**config.mk**
```make
export PLATFORM = sky130hd
export DESIGN_NAME = three_term_recurrence_checksum_flat
export DESIGN_NICKNAME = d
export VERILOG_FILES = /design/src/hdl/ttrc_pkg.sv /design/src/hdl/ttrc_in_if.sv /design/src/hdl/ttrc_out_if.sv /design/src/hdl/ttrc_step.sv /design/src/hdl/three_term_recurrence_checksum.sv /design/src/flat_wrapper.sv
export SDC_FILE = /design/constraint.sdc
export NUM_CORES = 1
export LEC_CHECK = 0
export ABC_AREA = 1
export BUFFER_PORTS_ARGS = -buffer_cell sky130_fd_sc_hd__buf_2
export CAP_MARGIN = 20
export CORE_MARGIN = 2
export CORE_UTILIZATION = 42
export DETAILED_ROUTE_END_ITERATION = 10
export PLACE_DENSITY = 0.61
export SYNTH_ARGS = -nofsm -noshare
export SYNTH_HDL_FRONTEND = slang
export SYNTH_SLANG_ARGS = --single-unit
```
**constraint.sdc**
```tcl
create_clock -name clk -period 18.8 [get_ports clk]
set_input_delay 0.94 -clock clk [delete_from_list [all_inputs] [get_ports clk]]
set_output_delay 0.94 -clock clk [all_outputs]
set_load 0.1 [all_outputs]
```
**src/hdl/ttrc_pkg.sv**
```systemverilog
// ----------------------------------------------------------------------------
// ttrc_pkg
// Types, constants and the modulo-65535 reduction shared by the checksum block.
// ----------------------------------------------------------------------------
package ttrc_pkg;

	// Recurrence constants.
	localparam logic [7:0]  ALPHA_MUL    = 8'd17;
	localparam logic [7:0]  BETA_MUL     = 8'd31;
	localparam logic [15:0] FIRST_OFFSET = 16'd7;
	localparam logic [15:0] CK_MOD       = 16'hFFFF;

	// Running state of one message.
	typedef struct packed {
		logic [15:0] older;
		logic [15:0] newer;
		logic [7:0]  pos;
		logic        started;
	} state_t;

	localparam state_t STATE_RESET = '{older: 16'd1, newer: 16'd0, pos: 8'd0, started: 1'b0};

	// Outcome of one byte step: the next state and an optional checksum.
	typedef struct packed {
		state_t      nxt;
		logic        emit;
		logic [15:0] checksum;
	} step_t;

	// Reduces a 25-bit value modulo 65535 by folding the upper half onto the lower.
	function automatic logic [15:0] mod65535(input logic [24:0] x);
		logic [16:0] s1;
		logic [15:0] s2;
		s1 = {8'd0, x[24:16]} + {1'b0, x[15:0]};
		// When s1 overflows 16 bits its low half is small, so this sum cannot overflow.
		s2 = s1[15:0] + {15'd0, s1[16]};
		return (s2 == CK_MOD) ? 16'd0 : s2;
	endfunction

endpackage

```
**src/hdl/ttrc_in_if.sv**
```systemverilog
// ----------------------------------------------------------------------------
// ttrc_in_if
// Message byte channel: one transaction carries one byte and its end markers.
// ----------------------------------------------------------------------------
interface ttrc_in_if;
	logic       valid;
	logic       ready;
	logic [7:0] data_byte;
	logic       is_last;
	logic       no_data;

	modport source(output valid, output data_byte, output is_last, output no_data,
		input ready);
	modport sink(input valid, input data_byte, input is_last, input no_data,
		output ready);
endinterface

```
**src/hdl/ttrc_out_if.sv**
```systemverilog
// ----------------------------------------------------------------------------
// ttrc_out_if
// Checksum channel: one transaction carries the checksum of one message.
// ----------------------------------------------------------------------------
interface ttrc_out_if;
	logic        valid;
	logic        ready;
	logic [15:0] checksum;

	modport source(output valid, output checksum, input ready);
	modport sink(input valid, input checksum, output ready);
endinterface

```
**src/hdl/ttrc_step.sv**
```systemverilog
// ----------------------------------------------------------------------------
// ttrc_step
// Combinational recurrence step: next state and checksum for one byte.
// ----------------------------------------------------------------------------
module ttrc_step (
	input  ttrc_pkg::state_t st,
	input  logic [7:0]       data_byte,
	input  logic             is_last,
	input  logic             no_data,
	output ttrc_pkg::step_t  step
);

	logic [7:0]  alpha;
	logic [7:0]  beta;
	logic [8:0]  coef;
	logic [24:0] prod_a;
	logic [23:0] prod_b;
	logic        a_ge_b;
	logic [24:0] diff_pos;
	logic [23:0] diff_neg;
	logic [15:0] red_pos;
	logic [15:0] red_neg;
	logic [15:0] term;

	// Position-dependent coefficients, kept modulo 256.
	assign alpha = st.pos * ttrc_pkg::ALPHA_MUL;
	assign beta  = st.pos * ttrc_pkg::BETA_MUL;
	assign coef  = {1'b0, data_byte} + {1'b0, alpha};

	// The two products of the recurrence.
	assign prod_a = 25'(coef) * 25'(st.newer);
	assign prod_b = 24'(beta) * 24'(st.older);

	// A negative difference wraps modulo 2^64, which is one more modulo 65535.
	assign a_ge_b   = prod_a >= {1'b0, prod_b};
	assign diff_pos = prod_a - {1'b0, prod_b};
	assign diff_neg = prod_b - prod_a[23:0];
	assign red_pos  = ttrc_pkg::mod65535(diff_pos);
	assign red_neg  = ttrc_pkg::mod65535({1'b0, diff_neg});

	always_comb begin
		if (a_ge_b) begin
			term = red_pos;
		end else if (red_neg <= 16'd1) begin
			term = 16'd1 - red_neg;
		end else begin
			term = 16'(17'h10000 - {1'b0, red_neg});
		end
	end

	// State update and result selection.
	always_comb begin
		step.nxt      = st;
		step.emit     = 1'b0;
		step.checksum = term;
		if (no_data) begin
			step.emit     = 1'b1;
			step.checksum = st.started ? st.newer : 16'd1;
			step.nxt      = ttrc_pkg::STATE_RESET;
		end else begin
			if (!st.started) begin
				step.checksum    = {8'd0, data_byte} + ttrc_pkg::FIRST_OFFSET;
				step.nxt.older   = 16'd1;
				step.nxt.newer   = step.checksum;
				step.nxt.pos     = 8'd1;
				step.nxt.started = 1'b1;
			end else begin
				step.nxt.older = st.newer;
				step.nxt.newer = term;
				step.nxt.pos   = st.pos + 8'd1;
			end
			if (is_last) begin
				step.emit = 1'b1;
				step.nxt  = ttrc_pkg::STATE_RESET;
			end
		end
	end

endmodule

```
**src/hdl/three_term_recurrence_checksum.sv**
```systemverilog
// ----------------------------------------------------------------------------
// three_term_recurrence_checksum
// Byte-serial three-term recurrence checksum with a registered result.
// ----------------------------------------------------------------------------
// The message enters on the msg channel, one byte per transaction. A byte with
// is_last set closes the message; a transaction with no_data set closes it
// without a byte (an empty message gives 1). The checksum leaves on the result
// channel, one transaction per message.
// Each byte is folded into the running terms in the cycle it is accepted, by
// one pass through two narrow multipliers and a modulo-65535 fold. The
// checksum appears on result in the cycle after the closing transaction.
// Throughput is one byte per cycle. While a checksum waits in the output
// register and result.ready is low, msg.ready is held low; it follows
// result.ready combinationally, so a draining output takes a byte in the same
// cycle.
// Reset clears the running terms to their start values and empties the
// output register; msg.ready is high straight after reset.
// ----------------------------------------------------------------------------
module three_term_recurrence_checksum (
	input  logic          clk,
	input  logic          arst_n,
	ttrc_in_if.sink       msg,
	ttrc_out_if.source    result
);

	ttrc_pkg::state_t state_q;
	ttrc_pkg::step_t  step;
	logic             out_valid_q;
	logic [15:0]      checksum_q;
	logic             accept;

	// A new byte is taken whenever the output register is free or draining.
	assign msg.ready = !out_valid_q || result.ready;
	assign accept    = msg.valid && msg.ready;

	ttrc_step u_step (
		.st        (state_q),
		.data_byte (msg.data_byte),
		.is_last   (msg.is_last),
		.no_data   (msg.no_data),
		.step      (step)
	);

	// Running state of the current message.
	always_ff @(posedge clk or negedge arst_n) begin
		if (!arst_n) begin
			state_q <= ttrc_pkg::STATE_RESET;
		end else if (accept) begin
			state_q <= step.nxt;
		end
	end

	// Output register valid flag.
	always_ff @(posedge clk or negedge arst_n) begin
		if (!arst_n) begin
			out_valid_q <= 1'b0;
		end else if (accept && step.emit) begin
			out_valid_q <= 1'b1;
		end else if (result.ready) begin
			out_valid_q <= 1'b0;
		end
	end

	// Output register payload.
	always_ff @(posedge clk) begin
		if (accept && step.emit) begin
			checksum_q <= step.checksum;
		end
	end

	assign result.valid    = out_valid_q;
	assign result.checksum = checksum_q;

endmodule

```
**src/flat_wrapper.sv**
```systemverilog
// flat-port wrapper written by rule: the top's interface ports become plain ports
module three_term_recurrence_checksum_flat 
  (clk, arst_n, msg_valid, msg_data_byte, msg_is_last, msg_no_data, msg_ready, result_valid, result_checksum, result_ready);
  ttrc_in_if msg_i ();
  ttrc_out_if result_i ();
  input  logic clk;
  input  logic arst_n;
  input wire logic [$bits(msg_i.valid)-1:0] msg_valid;
  input wire logic [$bits(msg_i.data_byte)-1:0] msg_data_byte;
  input wire logic [$bits(msg_i.is_last)-1:0] msg_is_last;
  input wire logic [$bits(msg_i.no_data)-1:0] msg_no_data;
  output wire logic [$bits(msg_i.ready)-1:0] msg_ready;
  output wire logic [$bits(result_i.valid)-1:0] result_valid;
  output wire logic [$bits(result_i.checksum)-1:0] result_checksum;
  input wire logic [$bits(result_i.ready)-1:0] result_ready;
  assign msg_i.valid = msg_valid;
  assign msg_i.data_byte = msg_data_byte;
  assign msg_i.is_last = msg_is_last;
  assign msg_i.no_data = msg_no_data;
  assign msg_ready = msg_i.ready;
  assign result_valid = result_i.valid;
  assign result_checksum = result_i.checksum;
  assign result_i.ready = result_ready;
  three_term_recurrence_checksum u_core (.clk(clk), .arst_n(arst_n), .msg(msg_i), .result(result_i));
endmodule
```
# Word-level counts from Yosys, hierarchy flattened
# Index checks and enable logic that the tools add are counted.
[word_totals] ff_bits=58 in_bits=14 word_cells=41
[op_classes] n_addsub=11 multipliers=4 n_lt_le_gt_ge=2 eq_ne=2 muxes=11 n_reduce_logical=5
[ops] operator="$mux 16" count=6
[ops] operator="$mux 58" count=1
[ops] operator="$mux 42" count=1
[ops] operator="$mux 40" count=1
[ops] operator="$add 16x1->16" count=2
[ops] operator="$eq 16x16->1 const B" count=2
[ops] operator="$sub 1x16->16 const A" count=2
[ops] operator="$ge 25x24->1" count=1
[ops] operator="$mul 9x16->25" count=1
[ops] operator="$sub 25x24->25" count=1
[ops] operator="$mul 8x16->24" count=1
[ops] operator="$sub 24x24->24" count=1
[ops] operator="$add 8x16->17" count=1
[ops] operator="$add 9x16->17" count=1
[ops] operator="$le 16x1->1 const B" count=1
[ops] operator="$mul 8x5->8 const B" count=2
[ops] operator="$add 8x3->9 const B" count=1
[ops] operator="$add 8x8->9" count=1
[ops] operator="$add 8x1->8 const B" count=1
[ops] operator="$logic_and 1x1->1" count=2
[ops] operator="$mux 1" count=2
[ops] operator="$reduce_bool 2->1" count=1
[ops] operator="$logic_not 1->1" count=1
[ops] operator="$logic_or 1x1->1" count=1

# Depth between registers and ports, before layout
[depth] ltp_word=16 depth_mapped=93 mapped_depth_nobuf=89

# Cells and area by module
# From an unflattened synthesis, not the netlist that was laid out.
[hier_totals] cells_unflattened=2634 hier_area_um2=17675.7
[modules_own_cells] module="ttrc_step" instances=1 cells_each=2433 area_per_inst_um2=15462.3 seq_area_each_um2=0.0
[modules_own_cells] module="three_term_recurrence_checksum" instances=1 cells_each=201 area_per_inst_um2=2213.4 seq_area_each_um2=1532.7

# Worst setup path after synthesis
# OpenSTA, ideal clock, no wires.
[synth_timing] path_type="reg2reg" startpoint="reg u_core.state_q[2] (netlist bit)" endpoint="reg u_core.checksum_q[3] (netlist: u_core.result.checksum[3]), data pin" setup_time_ps=253 arrival_time_ps=13107 required_ps=18547 slack_ps=5441 stages_incl_launch_ff=87 n_path_buf=4 synth_period_minus_slack_ps=13359 path_cell_list="dfrtp_1 fa_1 inv_1 fa_1 fa_1 inv_1 ha_1 a21oi_1 inv_1 a31oi_1 or2_2 nand2_1 a21oi_1 or2_2 nand2_1 clkbuf_1 nor2_1 fa_1 [... 51 more ...] a21oi_2 nand3_2 buf_6 buf_6 buf_6 nand2_1 ha_1 nand2_1 nor2_2 nand2_2 nand2_8 nand2_2 nand2_1 nand2_1 nand2_1 nand2_1 nand2_1 nand2_1"
[synth_rtl] element="from (decl)" line_no="three_term_recurrence_checksum.sv:26" source="ttrc_pkg::state_t state_q;"
[synth_rtl] element="from (signal assigned)" line_no="three_term_recurrence_checksum.sv:47" source="state_q <= ttrc_pkg::STATE_RESET;"
[synth_rtl] element="from (signal assigned)" line_no="three_term_recurrence_checksum.sv:49" source="state_q <= step.nxt;"
[synth_rtl] element="to (signal assigned)" line_no="three_term_recurrence_checksum.sv:67" source="checksum_q <= step.checksum;"
[synth_rtl] element="to (decl)" line_no="three_term_recurrence_checksum.sv:29" source="logic [15:0] checksum_q;"

==> metrics.md <==
| Metric | Value |
|---|---|
| Status | `finished clean` |
| Library cell with the largest summed area after synthesis | `fa_1` |
| I/O pin cnt | `32` |
| Distinct cells, synth | `57` |
| Max Clock Freq | `0.0631 GHz` |
| Cts bufs inserted | `9` |
| Via count of the first global-routing pass | `15816` |
| Pin count of the biggest net entering global routing | `43` |
| Max stage delay cell, worst path | `dfrtp_1` |
| Reg2reg setup slack | `2.94 ns` |
| Total of hold buffers inserted after clock tree synthesis | `0` |
| Number of pins with negative max-slew slack in the final report | `0` |
| Number of filler instances in the final layout | `4222` |
| Die area | `43100 sq um` |
| H-tree lvl count | `3` |
| Mean instance size in the synthesized netlist | `6.86 sq um` |
| Placer's final routability congestion estimate | `0.925` |
| Final setup skew | `0.0154 ns` |
| Initial antenna violation count | `0` |
| Area overhead of the layout relative to synthesis | `5.21%` |
| Detail Route Antenna Nets | `0` |
| TritonCTS clock tree | `yes` |
| Std-Cell Core Area | `40800 sq um` |
| Final setup TNS | `0 ns` |
| Crit path capture type | `flop` |
| Half-perimeter wire length after placement | `43800 um` |
| Count of input and output buffers | `31` |
| Period Utilization, post-route | `84.4%` |
| Number of buffers added for setup after CTS | `0` |
| Net count of the mapped netlist | `2933` |
| Worst Hold Class | `flop to flop` |
| FF-to-FF path depth | `86` |
| Number of design-rule violations left by the first detailed-router iteration | `1075` |
| # rows | `74` |
| Most common cell in the netlist | `nand2_1` |
| WL per Instance | `16.9 um` |
| Starting Density | `42.6%` |
| Total Wirelength | `51500 um` |
| CP Data Arrival Time | `15.96 ns` |
| Hold path startpoint | `u_core.result.valid` |
| Reg-to-Reg Start | `u_core.state_q[1]` |
| Critical path's largest stage delay | `0.94 ns` |
| Number of nets in the layout | `2909` |
| RSZ-0062 raised after global routing | `false` |
| Top post-synthesis cells by area | `fa_1, nand2_1, ha_1` |
| Global-route wire length before repair | `83800 um` |
| Worst Hold Endpoint | `u_core.result.valid` |
| Worst slew slack as a fraction of its limit | `36.5%` |
| Seq/Total Area, Yosys | `8.81%` |
| Via density | `5.16` |
| FF+latch count, synth | `58` |
| Number of failing hold endpoints at the final stage | `0` |
| Maximum clock insertion buffer count | `2` |
| Critical path launch point type | `flop` |
| ANT cells | `0` |
| Iteration count of the initial detailed-routing pass | `6` |
| Data required, critical path | `18.90 ns` |
| Worst setup path category | `flop to flop` |
| Global router's overall resource usage | `24.2%` |
| Vias | `15743` |
| Chip Width | `208 um` |
| Shortest clock period the worst path allows after layout | `15.86 ns` |
| Most used DFF post-synth | `dfrtp_1` |
| Number of remaining DRC errors | `0` |
| Setup violations, final | `0` |
| Number of cells upsized or downsized after cts | `0` |
| Maximum fanout encountered on the critical timing path | `31` |
| Commonest cells in the synthesized netlist | `nand2_1, inv_1, nor2_1` |
| Actual slew at the worst max-slew pin | `0.951 ns` |
| Post-CTS clock slew at the launch and capture registers of the worst setup and hold paths | `0.06 ns` |
| Number of enable flip-flop cells after synthesis | `16` |
| Number of cells on the worst hold path | `2` |
| Count of warnings emitted by yosys | `0` |
| Overflow after GRT | `0` |
| Share of the synthesized area in the top cell type | `22.9%` |
| Cell Area, Synth | `17400 sq um` |
| Cell seen most often among critical-path stages | `nand2_1` |
| TritonCTS Sinks | `58` |
| Vertical die dimension | `208 um` |
| Clock root buffer master | `clkbuf_16` |
| Critical R2R Capture | `u_core.result.checksum[5]` |
| Fraction of layout cells with a size suffix above 1 | `6.12%` |
| Cells after Synth | `2537` |
| Count of max-cap constraint violations | `0` |
| Proportion of synthesized flip-flops having asynchronous set or reset | `72.4%` |
| Skew-Pair Late Insertion Delay | `0.35 ns` |
-- flip-flops by register name (all words and copies together), names as in the netlist --
signal,flops
u_core.state_q,41
u_core.result.checksum,16
u_core.result.valid,1
-- layout make-up --
type | instances | area (sq um) | area share, %
sequential | 58 | 1530 | 8.37
multi-input combinational | 1853 | 13500 | 73.5
tap | 532 | 666 | 3.64
clock inverter | 7 | 125 | 0.683
timing repair buffer | 37 | 224 | 1.22
inverter | 554 | 2080 | 11.4
clock buffer | 9 | 225 | 1.23
-- worst max-delay path, delay by kind of cell, from the launching register on --
kind	cells	cell delay (ns)
simple gates	48	5.76
xor+xnor	2	0.53
flops	1	0.94
fa+ha+maj	14	5.69
buf+inv	11	0.93
compound gates	11	1.73
-- stage by stage --
stage	instances	hold slack, ns	utilization, %	setup slack (ns)	cell area, sq um
2_1_floorplan	2537	0.504	-	5.44	17400
4_1_cts	3049	0.538	44.8	3.08	18300
3_5_place_dp	3033	0.522	43.9	3.12	17900
3_3_place_gp	3032	0.501	43.9	3.34	17900
6_report	3050	0.545	44.8	2.94	18300
5_1_grt	3050	0.597	44.8	1.52	18300
-- cells by family after synthesis --
kind of cell / after synthesis / synth area share (%)
buffers and inverters: 626 / 13.9
XOR/XNOR: 119 / 5.99
flip-flops: 58 / 8.81
adder cells (fa/ha/maj): 382 / 36.1
AND/OR/NAND/NOR: 1108 / 27.0
AO/OA/AOI/OAI: 244 / 8.28
-- worst max path at each step --
stage,from,to,cells after the start
floorplan,u_core.state_q[2],u_core.result.checksum[3],86
global placement,u_core.state_q[1],u_core.result.checksum[3],84
detailed placement,u_core.state_q[1],u_core.result.checksum[5],86
CTS,u_core.state_q[1],u_core.result.checksum[5],86
global route,u_core.state_q[1],u_core.result.checksum[5],85
finish,u_core.state_q[1],u_core.result.checksum[5],86
-- routing by layer --
layer	part of all wire (%)	global-route usage, %
met3	4.9	2.41
met5	0	0
met4	1.5	3.82
met1	45	32.7
met2	49	42.6
-- cells in the final DEF (no fill, tap or decap), types with 3 or more instances in the layout --
cell       instances
a21o_1             3
a21oi_1          109
a31oi_1            8
and2_1             3
buf_2             31
buf_4              4
bufinv_16          3
clkbuf_16          9
clkinv_1           3
clkinv_4           3
dfrtp_1           41
edfxtp_1          16
fa_1             199
ha_1             183
inv_1            528
inv_2             22
nand2_1          649
nand2_2           27
nand2_4            3
nand3_1          137
nand3_2            7
nand3b_1           3
nand4_1           29
nor2_1           204
nor2_2            16
nor2_4             5
nor3_1            11
nor4_1             3
o211ai_1           4
o21ai_0           49
o21ai_1           13
o21ai_2            6
o21bai_1          13
o22ai_1            5
o311ai_0           3
o32ai_1           14
or2_2              8
xnor2_1           29
xor2_1            90
Power is not shown: default switching activity piles up to over one toggle a cycle in this logic, so the estimate is an artifact.
